--- src/rtl/trngh_pkg.sv ---
`timescale 1ns / 1ps
`default_nettype none

package trngh_pkg;

  // Block limits
  localparam int MaxBlockBits = 256;
  localparam int RunCutoff    = 16;

  // Field widths
  localparam int SampleWidth = 8;
  localparam int WordWidth   = 32;
  localparam int WordIdxW    = $clog2(WordWidth);
  localparam int CountWidth  = $clog2(MaxBlockBits + 1);
  localparam int RunWidth    = $clog2(RunCutoff + 2);

  // Output mode codes
  localparam logic ModeFold = 1'b0;
  localparam logic ModeRaw  = 1'b1;

  // End-of-block result between the accumulator and the output register
  typedef struct packed {
    logic [WordWidth-1:0] random_word;
    logic                 health_ok;
    logic                 run_failure;
    logic                 balance_failure;
  } result_t;

endpackage

`default_nettype wire

--- src/rtl/trngh_sample_if.sv ---
`timescale 1ns / 1ps
`default_nettype none

interface trngh_sample_if;
  logic                             valid;
  logic                             ready;
  logic [trngh_pkg::SampleWidth-1:0] raw_sample;
  logic                             block_end;

  modport source (output valid, output raw_sample, output block_end, input ready);
  modport sink (input valid, input raw_sample, input block_end, output ready);
endinterface

`default_nettype wire

--- src/rtl/trngh_result_if.sv ---
`timescale 1ns / 1ps
`default_nettype none

interface trngh_result_if;
  logic                            valid;
  logic                            ready;
  logic [trngh_pkg::WordWidth-1:0] random_word;
  logic                            health_ok;
  logic                            run_failure;
  logic                            balance_failure;

  modport source (output valid, output random_word, output health_ok,
                  output run_failure, output balance_failure, input ready);
  modport sink (input valid, input random_word, input health_ok,
                input run_failure, input balance_failure, output ready);
endinterface

`default_nettype wire

--- src/rtl/trngh_cfg_if.sv ---
`timescale 1ns / 1ps
`default_nettype none

interface trngh_cfg_if;
  logic valid;
  logic ready;
  logic output_mode;

  modport source (output valid, output output_mode, input ready);
  modport sink (input valid, input output_mode, output ready);
endinterface

`default_nettype wire

--- src/rtl/trngh_accum.sv ---
`timescale 1ns / 1ps
`default_nettype none

module trngh_accum (
  input  wire logic              clk_i,
  input  wire logic              rst_ni,
  input  wire logic              advance_i,
  input  wire logic              bit_i,
  input  wire logic              last_i,
  input  wire logic              mode_i,
  output trngh_pkg::result_t     result_o
);

  logic [trngh_pkg::CountWidth-1:0] bits_seen_q, bits_seen_d;
  logic [trngh_pkg::CountWidth-1:0] ones_q, ones_d;
  logic [trngh_pkg::RunWidth-1:0]   run_q, run_d;
  logic                             prev_q, prev_d;
  logic                             run_fail_q, run_fail_d;
  logic [trngh_pkg::WordWidth-1:0]  word_q, word_d;

  logic                             counting;
  logic [trngh_pkg::WordIdxW-1:0]   pos;
  logic [trngh_pkg::WordWidth-1:0]  bit_mask;
  logic [trngh_pkg::CountWidth+1:0] n_ext;
  logic [trngh_pkg::CountWidth+1:0] ones_ext;
  logic [trngh_pkg::CountWidth+1:0] lo_bound;
  logic [trngh_pkg::CountWidth+1:0] hi_bound;
  logic                             balance_fail;

  assign counting = bits_seen_q < trngh_pkg::CountWidth'(trngh_pkg::MaxBlockBits);
  assign pos      = bits_seen_q[trngh_pkg::WordIdxW-1:0];
  assign bit_mask = trngh_pkg::WordWidth'(bit_i) << pos;

  // Fold the new bit into the running counters and the word
  always_comb begin
    bits_seen_d = bits_seen_q;
    ones_d      = ones_q;
    run_d       = run_q;
    prev_d      = prev_q;
    run_fail_d  = run_fail_q;
    word_d      = word_q;
    if (counting) begin
      if (bits_seen_q == '0) begin
        run_d  = trngh_pkg::RunWidth'(1);
        prev_d = bit_i;
      end else if (bit_i == prev_q) begin
        if (run_q <= trngh_pkg::RunWidth'(trngh_pkg::RunCutoff)) begin
          run_d = run_q + trngh_pkg::RunWidth'(1);
        end
        if (run_d > trngh_pkg::RunWidth'(trngh_pkg::RunCutoff)) begin
          run_fail_d = 1'b1;
        end
      end else begin
        run_d  = trngh_pkg::RunWidth'(1);
        prev_d = bit_i;
      end
      ones_d = ones_q + trngh_pkg::CountWidth'(bit_i);
      if (mode_i == trngh_pkg::ModeRaw) begin
        if (bits_seen_q < trngh_pkg::CountWidth'(trngh_pkg::WordWidth)) begin
          word_d = word_q | bit_mask;
        end
      end else begin
        word_d = word_q ^ bit_mask;
      end
      bits_seen_d = bits_seen_q + trngh_pkg::CountWidth'(1);
    end
  end

  // Check the ones count against floor(n/4) and floor(3n/4)
  assign n_ext        = (trngh_pkg::CountWidth+2)'(bits_seen_d);
  assign ones_ext     = (trngh_pkg::CountWidth+2)'(ones_d);
  assign lo_bound     = n_ext >> 2;
  assign hi_bound     = ((n_ext << 1) + n_ext) >> 2;
  assign balance_fail = (ones_ext < lo_bound) || (ones_ext > hi_bound);

  always_comb begin
    result_o.random_word     = word_d;
    result_o.run_failure     = run_fail_d;
    result_o.balance_failure = balance_fail;
    result_o.health_ok       = !run_fail_d && !balance_fail;
  end

  // Commit on each advancing beat, clear at block end
  always_ff @(posedge clk_i or negedge rst_ni) begin
    if (!rst_ni) begin
      bits_seen_q <= '0;
      ones_q      <= '0;
      run_q       <= '0;
      prev_q      <= 1'b0;
      run_fail_q  <= 1'b0;
      word_q      <= '0;
    end else if (advance_i) begin
      if (last_i) begin
        bits_seen_q <= '0;
        ones_q      <= '0;
        run_q       <= '0;
        prev_q      <= 1'b0;
        run_fail_q  <= 1'b0;
        word_q      <= '0;
      end else begin
        bits_seen_q <= bits_seen_d;
        ones_q      <= ones_d;
        run_q       <= run_d;
        prev_q      <= prev_d;
        run_fail_q  <= run_fail_d;
        word_q      <= word_d;
      end
    end
  end

  // Counters stay within their limits
  assert property (@(posedge clk_i) disable iff (!rst_ni)
    bits_seen_q <= trngh_pkg::CountWidth'(trngh_pkg::MaxBlockBits))
    else $error("bits_seen past block limit");

  assert property (@(posedge clk_i) disable iff (!rst_ni)
    ones_q <= bits_seen_q)
    else $error("ones count exceeds bits seen");

  assert property (@(posedge clk_i) disable iff (!rst_ni)
    run_q <= trngh_pkg::RunWidth'(trngh_pkg::RunCutoff + 1))
    else $error("run length past saturation");

  assert property (@(posedge clk_i) disable iff (!rst_ni)
    run_q > trngh_pkg::RunWidth'(trngh_pkg::RunCutoff) |-> run_fail_q)
    else $error("long run without failure flag");

endmodule

`default_nettype wire

--- src/rtl/trng_health_test_and_fold_top.sv ---
`timescale 1ns / 1ps
`default_nettype none

// Health tests and word folding for blocks of raw noise samples. One sample
// is taken every clock unless the sample channel stalls; bit 0 of each of
// the first 256 samples of a block feeds a repetition-count test (run
// longer than 16 fails), a ones-balance test and the 32-bit word. The beat
// marked block_end produces one result through an input register, the
// combinational counter update and an output register. Only a final sample
// can wait in the input register, and only while an earlier result is
// still held downstream; the sample channel then stalls, never otherwise.
// output_mode must be written over the config channel only while no block
// is in progress (the block does not enforce it); cfg_if is always ready.
module trng_health_test_and_fold_top (
  input  wire logic      clk_i,
  input  wire logic      rst_ni,
  trngh_sample_if.sink   sample_if,
  trngh_cfg_if.sink      cfg_if,
  trngh_result_if.source result_if
);

  logic               in_vld_q;
  logic               in_bit_q;
  logic               in_last_q;
  logic               mode_q;
  logic               out_vld_q;
  trngh_pkg::result_t out_q;
  trngh_pkg::result_t result;
  logic               out_free;
  logic               stage_go;

  assign out_free        = !out_vld_q || result_if.ready;
  assign stage_go        = in_vld_q && (!in_last_q || out_free);
  assign sample_if.ready = !in_vld_q || stage_go;
  assign cfg_if.ready    = 1'b1;

  // Capture incoming sample beats
  always_ff @(posedge clk_i or negedge rst_ni) begin
    if (!rst_ni) begin
      in_vld_q <= 1'b0;
    end else if (sample_if.ready) begin
      in_vld_q <= sample_if.valid;
    end
  end

  always_ff @(posedge clk_i) begin
    if (sample_if.valid && sample_if.ready) begin
      in_bit_q  <= sample_if.raw_sample[0];
      in_last_q <= sample_if.block_end;
    end
  end

  // Hold the output mode register
  always_ff @(posedge clk_i or negedge rst_ni) begin
    if (!rst_ni) begin
      mode_q <= trngh_pkg::ModeFold;
    end else if (cfg_if.valid) begin
      mode_q <= cfg_if.output_mode;
    end
  end

  trngh_accum u_accum (
    .clk_i     (clk_i),
    .rst_ni    (rst_ni),
    .advance_i (stage_go),
    .bit_i     (in_bit_q),
    .last_i    (in_last_q),
    .mode_i    (mode_q),
    .result_o  (result)
  );

  // Load the result beat at block end, drop it once taken
  always_ff @(posedge clk_i or negedge rst_ni) begin
    if (!rst_ni) begin
      out_vld_q <= 1'b0;
    end else if (stage_go && in_last_q) begin
      out_vld_q <= 1'b1;
    end else if (result_if.ready) begin
      out_vld_q <= 1'b0;
    end
  end

  always_ff @(posedge clk_i) begin
    if (stage_go && in_last_q) begin
      out_q <= result;
    end
  end

  assign result_if.valid           = out_vld_q;
  assign result_if.random_word     = out_q.random_word;
  assign result_if.health_ok       = out_q.health_ok;
  assign result_if.run_failure     = out_q.run_failure;
  assign result_if.balance_failure = out_q.balance_failure;

  // A new result never overwrites one still waiting
  assert property (@(posedge clk_i) disable iff (!rst_ni)
    !(stage_go && in_last_q && out_vld_q && !result_if.ready))
    else $error("result overwritten while stalled");

  // Non-final samples always move on
  assert property (@(posedge clk_i) disable iff (!rst_ni)
    in_vld_q && !in_last_q |-> stage_go)
    else $error("non-final sample stalled");

  // A result appears only after a final sample advanced
  assert property (@(posedge clk_i) disable iff (!rst_ni)
    $rose(out_vld_q) |-> $past(stage_go && in_last_q))
    else $error("result without block end");

  // Health flag agrees with the two test flags
  assert property (@(posedge clk_i) disable iff (!rst_ni)
    out_vld_q |-> (out_q.health_ok == !(out_q.run_failure || out_q.balance_failure)))
    else $error("health flag inconsistent");

endmodule

`default_nettype wire

--- src/flat_wrapper.sv ---
// flat-port wrapper written by rule: the top's interface ports become plain ports
module trng_health_test_and_fold_top_flat 
  (clk_i, rst_ni, sample_if_valid, sample_if_raw_sample, sample_if_block_end, sample_if_ready, cfg_if_valid, cfg_if_output_mode, cfg_if_ready, result_if_valid, result_if_random_word, result_if_health_ok, result_if_run_failure, result_if_balance_failure, result_if_ready);
  trngh_sample_if sample_if_i ();
  trngh_cfg_if cfg_if_i ();
  trngh_result_if result_if_i ();
  input  wire logic clk_i;
  input  wire logic rst_ni;
  input wire logic [$bits(sample_if_i.valid)-1:0] sample_if_valid;
  input wire logic [$bits(sample_if_i.raw_sample)-1:0] sample_if_raw_sample;
  input wire logic [$bits(sample_if_i.block_end)-1:0] sample_if_block_end;
  output wire logic [$bits(sample_if_i.ready)-1:0] sample_if_ready;
  input wire logic [$bits(cfg_if_i.valid)-1:0] cfg_if_valid;
  input wire logic [$bits(cfg_if_i.output_mode)-1:0] cfg_if_output_mode;
  output wire logic [$bits(cfg_if_i.ready)-1:0] cfg_if_ready;
  output wire logic [$bits(result_if_i.valid)-1:0] result_if_valid;
  output wire logic [$bits(result_if_i.random_word)-1:0] result_if_random_word;
  output wire logic [$bits(result_if_i.health_ok)-1:0] result_if_health_ok;
  output wire logic [$bits(result_if_i.run_failure)-1:0] result_if_run_failure;
  output wire logic [$bits(result_if_i.balance_failure)-1:0] result_if_balance_failure;
  input wire logic [$bits(result_if_i.ready)-1:0] result_if_ready;
  assign sample_if_i.valid = sample_if_valid;
  assign sample_if_i.raw_sample = sample_if_raw_sample;
  assign sample_if_i.block_end = sample_if_block_end;
  assign sample_if_ready = sample_if_i.ready;
  assign cfg_if_i.valid = cfg_if_valid;
  assign cfg_if_i.output_mode = cfg_if_output_mode;
  assign cfg_if_ready = cfg_if_i.ready;
  assign result_if_valid = result_if_i.valid;
  assign result_if_random_word = result_if_i.random_word;
  assign result_if_health_ok = result_if_i.health_ok;
  assign result_if_run_failure = result_if_i.run_failure;
  assign result_if_balance_failure = result_if_i.balance_failure;
  assign result_if_i.ready = result_if_ready;
  trng_health_test_and_fold_top u_core (.clk_i(clk_i), .rst_ni(rst_ni), .sample_if(sample_if_i), .cfg_if(cfg_if_i), .result_if(result_if_i));
endmodule
--- config.mk ---
export PLATFORM = sky130hd
export DESIGN_NAME = trng_health_test_and_fold_top_flat
export DESIGN_NICKNAME = d
export VERILOG_FILES = /design/src/rtl/trngh_pkg.sv /design/src/rtl/trngh_sample_if.sv /design/src/rtl/trngh_result_if.sv /design/src/rtl/trngh_cfg_if.sv /design/src/rtl/trngh_accum.sv /design/src/rtl/trng_health_test_and_fold_top.sv /design/src/flat_wrapper.sv
export SDC_FILE = /design/constraint.sdc
export NUM_CORES = 1
export LEC_CHECK = 0
export BUFFER_PORTS_ARGS = -buffer_cell sky130_fd_sc_hd__buf_2
export CORE_MARGIN = 2
export CORE_UTILIZATION = 35
export CTS_CLUSTER_DIAMETER = 120
export DETAILED_ROUTE_END_ITERATION = 10
export GPL_TIMING_DRIVEN = 0
export SLEW_MARGIN = 20
export SYNTH_ARGS = -nofsm -noshare
export SYNTH_HDL_FRONTEND = slang
export SYNTH_SLANG_ARGS = --single-unit
--- constraint.sdc ---
create_clock -name clk_i -period 3.9 [get_ports clk_i]
set_clock_uncertainty 0.05 [all_clocks]
set_input_delay 0.39 -clock clk_i [delete_from_list [all_inputs] [get_ports clk_i]]
set_output_delay 0.39 -clock clk_i [all_outputs]
set_load 0.1 [all_outputs]
## Yosys cells after proc, flatten, opt, wreduce, memory -nomap -nowiden

Index checks and enable logic that the tools add are counted.

| storage, ports and cells | value |
|---|---|
| flip-flop bits (word level) | 97 |
| input port bits | 15 |
| output and inout bits | 38 |
| logic and storage cells | 75 |

| operators by class | value |
|---|---|
| add/sub/neg operators | 4 |
| $lt $le $gt $ge | 6 |
| eq/ne operators | 2 |
| shifts and indexed selects | 1 |
| multiplexer cells | 27 |
| bitwise gates (word level) | 2 |
| reductions and logical operators | 18 |

Operators with widths:

| cell | number |
|---|---|
| two-way mux 32 bit | 4 |
| two-way mux 5 bit | 8 |
| two-way mux 9 bit | 4 |
| OR 32 bit | 1 |
| left shift 1 x 5 -> 32 bit | 1 |
| XOR 32 bit | 1 |
| adder 10 x 9 -> 11 bit | 1 |
| two-way mux 1 bit | 11 |
| adder 9 x 1 -> 9 bit | 1 |
| adder 9 x 1 -> 9 bit (second input constant) | 1 |
| > comparator 9 bit | 1 |
| logical NOT 9 bit | 1 |
| < comparator 9 x 6 -> 1 bit (second input constant) | 1 |
| < comparator 9 x 7 -> 1 bit | 1 |
| < comparator 9 bit (second input constant) | 1 |
| adder 5 x 1 -> 5 bit (second input constant) | 1 |
| > comparator 5 bit (second input constant) | 1 |
| <= comparator 5 bit (second input constant) | 1 |
| logical NOT 1 bit | 5 |
| logical AND 1 bit | 4 |
| logical OR 1 bit | 4 |
| nonzero test 2 bit | 2 |
| != test 3 x 2 -> 1 bit (second input constant) | 1 |
| AND reduction 3 bit | 1 |
| other kinds (2) | 2 |

## Longest topological paths before layout

Gate-level depths: netlist of run 1.

| depth | value |
|---|---|
| depth in word-level cells | 12 |
| depth in mapped cells | 20 |
| mapped depth without buffers | 19 |

## By module

A second synthesis of run 1 with hierarchy kept.

| unflattened totals | value |
|---|---|
| cells, all modules | 634 |
| area, all modules | 6,287.3 µm² |

Modules (own cells, without submodules):

| module | instances | cells an instance | area an instance (µm²) | seq. area each (µm²) |
|---|---|---|---|---|
| trngh_accum | 1 | 583 | 5,022.3 | 1,426.4 |
| trng_health_test_and_fold_top | 1 | 51 | 1,265.0 | 1,186.1 |

## Worst setup path after synthesis of run 1

OpenSTA, ideal clock, no wires.

| path | value |
|---|---|
| kind | register -> register |
| from | register u_core.u_accum.bits_seen_q[3] (netlist bit) |
| to | register u_core.out_q, in the netlist u_core.result_if.balance_failure, data pin |
| setup time | 0.268 ns |
| data arrival time | 3.382 ns |
| data required time | 3.582 ns |
| path slack | 0.200 ns |
| cell stages (with the launch flop) | 21 |
| path buffers | 2 |
| path through | dfrtp_1 buf_6 and2_4 buf_6 and3_1 nor2b_1 xnor2_1 inv_1 ha_1 nand2_1 nor2_1 a21oi_1 o221ai_1 a311oi_1 ha_1 nand4_1 a21oi_1 a2111oi_0 o21ai_0 a22oi_1 o21ai_0 |

RTL lines:

| what | line | RTL |
|---|---|---|
| start: declaration | trngh_accum.sv:14 | `logic [trngh_pkg::CountWidth-1:0] bits_seen_q, bits_seen_d;` |
| start signal: assignment | trngh_accum.sv:101 | `bits_seen_q <= bits_seen_d;` |
| end signal: assignment | trng_health_test_and_fold_top.sv:85 | `out_q <= result;` |
| end: declaration | trng_health_test_and_fold_top.sv:27 | `trngh_pkg::result_t out_q;` |

==> flow_metrics.tcl, run 1 <==
set metrics [dict create \
    pre_cts_slack_ns -0.426 \
    path_cells "buf_6 > buf_6 > nand4b_4 > nor2_4 > xor2_4 > ha_4 > inv_4 > nor2_1 > nor2_1 > o21a_1 > buf_4 > o21bai_1 > a31oi_1 > ha_1 > a2111oi_2 > o21ai_1 > a22oi_2 > o21ai_1" \
    relSlewSlack_pct 39.4 \
    hpwl_um 10800 \
    clkLatencyLatePin_ns 0.36 \
    overflow 0 \
    die_w_um 137 \
    cts-root-buf "clkbuf_16" \
    grt_pass1_wl_um 25400 \
    die-height_um 137 \
    syn-num-nets 776 \
    rows 48 \
    ant_nets 0 \
    antenna_found_initial 0 \
    end_kind "flop" \
    via_per_inst 5.05 \
    grt_pass1_vias 4848 \
    ys.warnings.count 0 \
    path_buf_inv 4 \
    globalplace.congestion 0.843 \
    r2r_slack_ns 0.15 \
    synthArstFlopShare_pct 61.9 \
    avgSynthCellArea_sq_um 8.79 \
    path_depth 18 \
    avgRoutedWirePerCell_um 15.5 \
    min_path_type "in2reg" \
    drt-total-wl_um 15700 \
    worstMarginPinSlew_ns 0.902 \
    power_density_nw_per_um2 441 \
    drt_iter0_drc 429 \
    initial_core_util_pct 35.7 \
    hold_slack_ns 0.149 \
    crit_arrival_ns 3.81 \
    drc 0 \
    max-vdd-ir-drop_mv 0.289 \
    routed-via-count 5144 \
    cts_made_buffers 9 \
    final_cell_mix "105 x nand2_1, 61 x nor2_1, 59 x dfrtp_1" \
    critPathMaxStageDelay_ns 0.42 \
    r2r-start "u_core.u_accum.bits_seen_q[0]" \
    power_uw 3340 \
    insertedDiodeCount 0 \
    path_class "reg2reg" \
    drive_gt1_share_pct 20.6 \
    syn_area_sq_um 6160 \
    cts_tree "built" \
    synth_edf_count 37 \
    core_sq_um 17200 \
    ys_seq_area_share_pct 42.4 \
    reg2regPathDepth 18 \
    rsz0062_at_grt "yes" \
    cellLeakagePower_uw 0.00327 \
    syn2layout_area_growth_pct 23.0 \
    final_nets 864 \
    r2r-end "u_core.result_if.balance_failure" \
    cp_slowest_cell "dfrtp_1" \
    fmax_mhz 267 \
    critPathMaxFanout 5 \
    syn_inst 700 \
    synth_top_flop_cell "dfrtp_1" \
    cap_violations 0 \
    maxSlewViolCount 0 \
    clock_path_buffers 2 \
    crit_path_start "u_core.u_accum.bits_seen_q[0]" \
    min_period_over_period_pct 96.1 \
    clkSinkCount 97 \
    outcome "complete, no violations" \
    drtPass1Iterations 6 \
    die-area_sq_um 18700 \
    layout_commonest_cell "nand2_1" \
    grt_max_degree 37 \
    cts_htree_levels 3 \
    grt_use_total_pct 17.5 \
    fillers 1680 \
    pin_count 53 \
    stdcell_area_sq_um 7570 \
    final_hold_viol_count 0 \
    critPathTopFamily "compound AO/OA/AOI/OAI gates" \
    ys_types 59 \
    cp-endpoint "u_core.result_if.balance_failure" \
    fin_setup_tns_ns 0 \
    dpl_cell_area_sq_um 6710 \
    fin_ws_ns 0.154 \
    critPathLaunchType "flop" \
    crit_required_ns 3.96 \
    min_period_ns 3.75 \
    clk_pin_slew_ns 0.07 \
    ys_ff_latch 97 \
    port_buffers 44 \
    setup_viol 0 \
]
## registers in the layout, summed over array words and instances, names as in the netlist
register / cells
u_core.in_bit_q: 1
u_core.in_last_q: 1
u_core.in_vld_q: 1
u_core.mode_q: 1
u_core.result_if.balance_failure: 1
u_core.result_if.health_ok: 1
u_core.result_if.random_word: 32
u_core.result_if.run_failure: 1
u_core.result_if.valid: 1
u_core.u_accum.bits_seen_q: 9
u_core.u_accum.ones_q: 9
u_core.u_accum.prev_q: 1
u_core.u_accum.run_fail_q: 1
u_core.u_accum.run_q: 5
u_core.u_accum.word_q: 32
## how the worst min path moves through the flow
| stage | from | to | slack (ns) | cells past startpoint |
|---|---|---|---|---|
| 3_5_place_dp | rst_ni | u_core.u_accum.word_q[7] | 0.28 | 1 |
| 4_1_cts | sample_if_raw_sample[0] | u_core.in_bit_q | 0.14 | 1 |
| 6_report | sample_if_raw_sample[0] | u_core.in_bit_q | 0.15 | 1 |
| 3_3_place_gp | u_core.u_accum.prev_q | u_core.u_accum.prev_q | 0.43 | 2 |
| 5_1_grt | sample_if_block_end | u_core.in_last_q | 0.14 | 1 |
| 2_1_floorplan | rst_ni | u_core.in_vld_q | 0.04 | 0 |
## report_power, final
part / internal (uW) / switching, uW
clock network: 445 / 432
registers: 1200 / 56.8
logic: 401 / 801
## what timing repair did
item	in CTS	in global routing
pin swaps	19	24
resized for setup	37	30
cloned	0	0
endpoints found under the hold margin	24	0
hold buffers	1	0
endpoints found under the setup margin	2	2
setup buffers	14	18
## metrics by stage
step | cells | util, %
after floorplan | 700 | -
final | 1018 | 43.9
after global routing | 1018 | 43.9
after detailed placement | 971 | 38.9
after global placement | 969 | 38.6
after CTS | 1001 | 42.3
## final cells by class
cell class | count | area [sq um] | share of cell area [%]
Buffer | 35 | 188 | 2.48
Clock buffer | 9 | 225 | 2.97
Clock inverter | 7 | 63.8 | 0.843
Inverter | 59 | 224 | 2.96
Multi-Input combinational cell | 507 | 3440 | 45.5
Sequential cell | 97 | 2610 | 34.5
Tap cell | 225 | 282 | 3.72
Timing Repair Buffer | 79 | 532 | 7.02
## synth_stat cells (all sizes together), types with 6 or more instances
| library cell | n | area [sq um] |
|---|---|---|
| nand2 | 105 | 394 |
| nor2 | 62 | 235 |
| a21oi | 45 | 225 |
| xor2 | 13 | 129 |
| nor2b | 6 | 37.5 |
| edfxtp | 37 | 1110 |
| clkbuf | 15 | 56.3 |
| ha | 60 | 751 |
| dfrtp | 60 | 1500 |
| xnor2 | 10 | 87.6 |
| nand3 | 39 | 195 |
| buf | 22 | 133 |
| o21ai | 94 | 470 |
| nand2b | 6 | 37.5 |
| inv | 58 | 218 |
## layer usage
metal / share of wire [%] / wire (um) / global-route usage, % / vias to the layer above
met3: 4.4 / 697 / 3.78 / 15
met1: 48 / 7550 / 24.4 / 2447
met2: 47 / 7330 / 28.1 / 104
met4: 1.0 / 157 / 3.65 / 0
li1: - / - / - / 2578
met5: 0 / 0 / 0 / -
## logic make-up (layout without fill, tap and decap cells)
family,count (synthesis),count (layout),share of synthesized area (%)
compound gates,167,167,15.0
simple gates,248,248,18.6
other cells,1,1,0.0609
xor+xnor,23,23,3.52
mux,6,6,1.04
fa+ha+maj,62,62,12.7
buf+inv,96,189,6.67
flops,97,97,42.4
Note: power is estimated with default switching activity, not from simulation.
==> inputs of run 2 (changes only) <==
--- a/config.mk
+++ b/config.mk
@@ -6,11 +6,14 @@
 export NUM_CORES = 1
 export LEC_CHECK = 0
 export BUFFER_PORTS_ARGS = -buffer_cell sky130_fd_sc_hd__buf_2
+export CELL_PAD_IN_SITES_DETAIL_PLACEMENT = 1
+export CELL_PAD_IN_SITES_GLOBAL_PLACEMENT = 1
 export CORE_MARGIN = 2
 export CORE_UTILIZATION = 35
 export CTS_CLUSTER_DIAMETER = 120
 export DETAILED_ROUTE_END_ITERATION = 10
 export GPL_TIMING_DRIVEN = 0
+export PLACE_DENSITY_LB_ADDON = 0.1
 export SLEW_MARGIN = 20
 export SYNTH_ARGS = -nofsm -noshare
 export SYNTH_HDL_FRONTEND = slang
==> run 2 against run 1 <==
Net effect: sequential power about the same; non-clock buffer count down 10; clock-buffer cell count up 2; cell count down 0.98%; setup slack worse by 0.0076 ns; wire length up 21%; sequential share of layout area up 0.64 points; worst hold slack better by 0.0033 ns; die area unchanged; combinational power about the same; cell area down 1.8%; sequential cell count unchanged; largest cell class unchanged.
==> flow_metrics.tcl, run 2 (synthesized netlist as in run 1, its figures left out) <==
set metrics [dict create \
    outcome "complete, no violations" \
    clkSinkCount 97 \
    cts_made_buffers 9 \
    die_w_um 137 \
    critPathTopFamily "compound AO/OA/AOI/OAI gates" \
    crit_required_ns 3.95 \
    die-area_sq_um 18700 \
    clock_path_buffers 2 \
    final_cells 1008 \
    seq_power_share_pct 37.6 \
    cts_tree "built" \
    routed-via-count 5347 \
    grt_max_degree 37 \
    grt_pass1_wl_um 31000 \
    globalplace.congestion 0.856 \
    rows 48 \
    relSlewSlack_pct 33.7 \
    path_cells "ha_4 > nor2b_4 > xnor2_2 > inv_1 > ha_1 > nor2b_1 > o21ai_1 > a21oi_1 > o21a_1 > o41a_1 > xnor2_1 > ha_1 > o21a_1 > nor2_1 > a21oi_1 > a22oi_2 > o21ai_1" \
    cp_slowest_cell "dfrtp_1" \
    min_from "sample_if_raw_sample[0]" \
    setup_viol 0 \
    cts_htree_levels 3 \
    cap_violations 0 \
    r2r-start "u_core.u_accum.bits_seen_q[1]" \
    syn2layout_area_growth_pct 20.8 \
    critPathMaxFanout 3 \
    p_comb_share_pct 35.4 \
    place_inst 971 \
    pin_count 53 \
    overflow 0 \
    crit_arrival_ns 3.80 \
    clkPwrFrac_pct 26.9 \
    critPathMaxStageDelay_ns 0.42 \
    max-vdd-ir-drop_mv 0.220 \
    end_kind "flop" \
    r2r-end "u_core.result_if.balance_failure" \
    hold_slack_ns 0.152 \
    hpwl_um 13300 \
    path_buf_inv 1 \
    holdPathStages 1 \
    rsz0062_at_grt "yes" \
    path_class "reg2reg" \
    drc 0 \
    final_cell_mix "105 x nand2_1, 61 x nor2_1, 59 x dfrtp_1" \
    worstMarginPinSlew_ns 0.987 \
    power_density_nw_per_um2 452 \
    reg2regPathDepth 17 \
    insertedDiodeCount 0 \
    via_per_inst 5.30 \
    critPathLaunchType "flop" \
    drt_iter0_drc 285 \
    pre_cts_slack_ns -0.601 \
    r2r_slack_ns 0.15 \
    drive_gt1_share_pct 18.3 \
    maxSlewViolCount 0 \
    min_period_ns 3.75 \
    final_hold_viol_count 0 \
    avgRoutedWirePerCell_um 18.9 \
    drt-total-wl_um 19000 \
    ant_nets 0 \
    power.internal_uw 2080 \
    utilization_pct 43.1 \
    antenna_found_initial 0 \
    p_sw_uw 1280 \
    final_nets 854 \
    drtPass1Iterations 4 \
    fmax_mhz 266 \
    clk_pin_slew_ns 0.07 \
    layout_commonest_cell "nand2_1" \
    grt_pass1_vias 5806 \
    min_period_over_period_pct 96.2 \
    port_buffers 44 \
    hold_end "u_core.in_bit_q" \
    core_sq_um 17200 \
    p_sw_share_pct 38.2 \
    die-height_um 137 \
    clkLatencyLatePin_ns 0.36 \
    fin_ws_ns 0.146 \
    min_path_type "in2reg" \
    grt_use_total_pct 21.7 \
    initial_core_util_pct 35.7 \
    cellLeakagePower_uw 0.00322 \
    cts-root-buf "clkbuf_16" \
]
[run 2: cell count changes in the layout (fill, tap and decap cells not counted), moves of 2 or more]
| cell | before | now |
|---|---|---|
| a21oi_1 | 41 | 44 |
| a21oi_2 | 4 | 1 |
| buf_4 | 35 | 27 |
| buf_6 | 7 | 5 |
| clkbuf_1 | 15 | 17 |
| ha_1 | 51 | 53 |
| ha_4 | 9 | 6 |
| inv_1 | 48 | 50 |
| inv_2 | 9 | 7 |
| inv_6 | 3 | 1 |
[run 2: area by class of cell]
type | count | area [sq um]
inverters | 59 | 224
clock inverters | 5 | 55.1
clock buffers | 11 | 233
flip-flops and latches | 97 | 2610
well taps | 225 | 282
plain buffers | 35 | 191
repair buffers | 69 | 438
multi-input cells | 507 | 3400
fillers | 2017 | 9800
[run 2: per-layer routing]
layer,up-vias,track usage (%),share of wire (%)
li1,2554,-,-
met1,2691,28.1,46
met2,72,37.3,49
met3,30,2.85,2.4
met4,0,7.47,2.1
met5,-,0,0
[run 2: metrics by stage]
step | area (sq um) | power [uW] | setup TNS (ns)
2_1_floorplan | 6160 | 2100 | 0
3_3_place_gp | 6660 | 2310 | -0.896
3_5_place_dp | 6700 | 2370 | -1.13
4_1_cts | 7320 | 3360 | 0
5_1_grt | 7430 | 3570 | -0.180
6_report | 7430 | 3360 | 0
[run 2: worst max-delay path by stage]
stage,startpoint,endpoint,cells after the start
finish,u_core.u_accum.bits_seen_q[1],u_core.result_if.balance_failure,17
detailed placement,u_core.u_accum.bits_seen_q[3],u_core.result_if.balance_failure,20
global route,u_core.u_accum.bits_seen_q[0],u_core.result_if.balance_failure,18
CTS,u_core.u_accum.bits_seen_q[0],u_core.result_if.balance_failure,18
floorplan,u_core.u_accum.bits_seen_q[3],u_core.result_if.balance_failure,20
global placement,u_core.u_accum.bits_seen_q[4],u_core.result_if.balance_failure,20
[run 2: repair_timing]
action | CTS | global route
pin swaps | 17 | 17
gates cloned | 0 | 0
setup buffers | 16 | 6
setup endpoints to repair | 2 | 2
gates resized for setup | 43 | 15
hold buffers | 1 | 0
endpoints found under the hold margin | 24 | 0
[run 2: power groups by stage]
stage	sequential (uW)	clock, uW	combinational, uW
final	1260	905	1190
after global routing	1280	970	1320
after CTS	1260	935	1160
after detailed placement	1280	0	1090
after floorplan	1560	0	539
after global placement	1270	0	1040
==> inputs of run 3 (changes only) <==
--- a/config.mk
+++ b/config.mk
@@ -5,12 +5,14 @@
 export SDC_FILE = /design/constraint.sdc
 export NUM_CORES = 1
 export LEC_CHECK = 0
+export ABC_AREA = 1
 export BUFFER_PORTS_ARGS = -buffer_cell sky130_fd_sc_hd__buf_2
 export CELL_PAD_IN_SITES_DETAIL_PLACEMENT = 1
 export CELL_PAD_IN_SITES_GLOBAL_PLACEMENT = 1
 export CORE_MARGIN = 2
 export CORE_UTILIZATION = 35
 export CTS_CLUSTER_DIAMETER = 120
+export CTS_CLUSTER_SIZE = 20
 export DETAILED_ROUTE_END_ITERATION = 10
 export GPL_TIMING_DRIVEN = 0
 export PLACE_DENSITY_LB_ADDON = 0.1
==> run 3 against run 2 <==
Net effect: sequential power is essentially flat; clock-buffer cell count shrank 2; global-route usage shrank 2.0 points; non-clock buffer count shrank 28; clock power grew 15%; critical path depth grew 3; sequential share of layout area grew 2.1 points; via count shrank 8.3%; fmax grew 3.1%; register-to-register slack gained 0.11 ns; synthesized cell count shrank 6.3%; area after synthesis shrank 1.2%; critical endpoint is now u_core.result_if.health_ok; highest routed layer unchanged.
==> flow_metrics.tcl, run 3 <==
set metrics [dict create \
    outcome "complete, no violations" \
    fin_setup_tns_ns 0 \
    reg2regPathDepth 20 \
    cap_violations 0 \
    clkSinkCount 97 \
    synth_area_leaders "dfrtp_1 25%, edfxtp_1 18%, ha_1 12%" \
    grt_pass1_wl_um 28000 \
    critPathMaxStageDelay_ns 0.45 \
    critPathLaunchType "flop" \
    cp_slowest_cell "dfrtp_2" \
    power_density_nw_per_um2 499 \
    syn-num-nets 732 \
    relSlewSlack_pct 35.0 \
    hpwl_um 12500 \
    die-area_sq_um 18400 \
    min_path_type "in2reg" \
    fillers 2038 \
    ys.warnings.count 0 \
    grt_pass1_vias 5329 \
    via_per_inst 5.20 \
    drtPass1Iterations 4 \
    critPathMaxFanout 6 \
    grt_max_degree 33 \
    cts-root-buf "clkbuf_16" \
    globalplace.congestion 0.799 \
    syn_inst 656 \
    hold_end "u_core.in_bit_q" \
    overflow 0 \
    crit_arrival_ns 3.69 \
    avgRoutedWirePerCell_um 18.0 \
    min_period_ns 3.64 \
    critPathTopFamily "simple AND/OR/NAND/NOR gates" \
    antenna_found_initial 0 \
    port_buffers 44 \
    synth_top_area_share_pct 24.7 \
    seqCellArea_sq_um 2620 \
    cellLeakagePower_uw 0.00327 \
    cts_made_buffers 9 \
    r2r-end "u_core.result_if.health_ok" \
    synth_common_cells "113 x inv_1, 88 x nand2_1, 60 x dfrtp_1, 60 x ha_1, 59 x nand3_1" \
    maxSlewViolCount 0 \
    crit_required_ns 3.95 \
    path_cells "ha_1 > nand3_2 > inv_1 > nand2_1 > xor2_2 > ha_2 > a21oi_1 > o21a_1 > o31ai_4 > nand2_1 > nand2_1 > xnor2_1 > ha_1 > nand2_1 > nor2_2 > nand3b_1 > o2111ai_1 > o41ai_2 > nand2_2 > nor2_2" \
    min_from "sample_if_raw_sample[0]" \
    ys_ff_latch 97 \
    ant_nets 0 \
    r2r_slack_ns 0.26 \
    holdPathStages 1 \
    crit_top_cell "nand2_1" \
    syn2layout_area_growth_pct 15.4 \
    drc 0 \
    setup_viol 0 \
    drive_gt1_share_pct 19.2 \
    cts_tree "built" \
    routed-via-count 4905 \
    utilization_pct 41.0 \
    insertedDiodeCount 0 \
    max-vdd-ir-drop_mv 0.242 \
    synth_edf_count 37 \
    clock_path_buffers 2 \
    fmax_mhz 275 \
    cts_htree_levels 3 \
    ys_types 48 \
    die-height_um 136 \
    end_kind "flop" \
    final_nets 790 \
    core_sq_um 17100 \
    ys_seq_area_share_pct 43.0 \
    synthArstFlopShare_pct 61.9 \
    synth_most_common_cell "inv_1" \
    worstMarginPinSlew_ns 0.967 \
    die_w_um 136 \
    layout_commonest_cell "inv_1" \
    synth_top_flop_cell "dfrtp_1" \
    initial_core_util_pct 35.5 \
    syn_area_sq_um 6080 \
    clkLatencyLatePin_ns 0.35 \
    min_period_over_period_pct 93.3 \
    drt_iter0_drc 186 \
    r2r-start "u_core.u_accum.bits_seen_q[0]" \
    final_cell_mix "112 x inv_1, 88 x nand2_1, 59 x nand3_1, 59 x ha_1" \
    path_class "reg2reg" \
    stdcell_area_sq_um 7020 \
    clk_pin_slew_ns 0.07 \
    dpl_cell_area_sq_um 6630 \
    rows 48 \
    drt-total-wl_um 17000 \
    multiInputGateArea_sq_um 2880 \
    avgSynthCellArea_sq_um 9.27 \
    final_hold_viol_count 0 \
    grt_use_total_pct 19.7 \
    pin_count 53 \
    synth_top_area_cell "dfrtp_1" \
    path_buf_inv 1 \
]
-- run 3: layout make-up --
cell class | instances | area share [%]
Inverter | 120 | 6.42
Tap cell | 225 | 4.01
Buffer | 29 | 2.51
Multi-Input combinational cell | 410 | 41.0
Clock buffer | 9 | 3.21
Clock inverter | 7 | 1.66
Sequential cell | 97 | 37.3
Timing Repair Buffer | 47 | 3.89
-- run 3: power by group --
group / internal, uW / total [uW] / leakage (uW) / switching (uW)
sequential: 1210 / 1270 / 0.00115 / 62.0
clock: 628 / 1040 / 0.000167 / 414
combinational: 343 / 1190 / 0.00195 / 844
-- run 3: cell families (layout without fill, tap and decap cells) --
family	count (synthesis)	count (layout)	share of synthesized area [%]
buf+inv	149	212	10.3
compound gates	122	122	13.9
simple gates	208	208	17.4
flops	97	97	43.0
xor+xnor	18	18	2.72
fa+ha+maj	61	61	12.7
other cells	1	1	0.0617
-- run 3: repair_timing --
| item | in CTS | in global routing |
|---|---|---|
| resized for setup | 0 | 10 |
| endpoints found under the setup margin | 0 | 2 |
| buffers inserted | 0 | 0 |
| hold buffers | 1 | 0 |
| endpoints found under the hold margin | 29 | 0 |
-- run 3: per-stage QoR --
stage / hold WS (ns) / cells / power (uW) / worst slack [ns]
finish: 0.165 / 944 / 3500 / 0.260
global route: 0.149 / 944 / 3720 / -0.00142
global placement: 0.457 / 925 / 2420 / 0.106
CTS: 0.152 / 944 / 3530 / 0.0625
floorplan: 0.0444 / 656 / 2180 / 0.614
detailed placement: 0.330 / 927 / 2470 / 0.0921
-- run 3: per-layer routing --
metal	vias up	routed length [um]	track usage (%)	share of wire (%)
met2	62	8440	34.4	50
met4	0	229	5.09	1.3
met1	2448	7860	25.3	46
met5	-	0	0	0
met3	15	461	3.58	2.7
li1	2380	-	-	-
-- run 3: worst max-delay path by stage --
| stage | start | end | slack, ns | depth (start not counted) |
|---|---|---|---|---|
| after CTS | u_core.u_accum.bits_seen_q[1] | u_core.result_if.balance_failure | 0.06 | 15 |
| after floorplan | u_core.u_accum.bits_seen_q[1] | u_core.result_if.health_ok | 0.61 | 19 |
| after global placement | u_core.u_accum.bits_seen_q[1] | u_core.result_if.balance_failure | 0.11 | 15 |
| after global routing | u_core.u_accum.bits_seen_q[0] | u_core.result_if.health_ok | -0.001 | 20 |
| after detailed placement | u_core.u_accum.bits_seen_q[1] | u_core.result_if.balance_failure | 0.09 | 15 |
| final | u_core.u_accum.bits_seen_q[0] | u_core.result_if.health_ok | 0.26 | 20 |
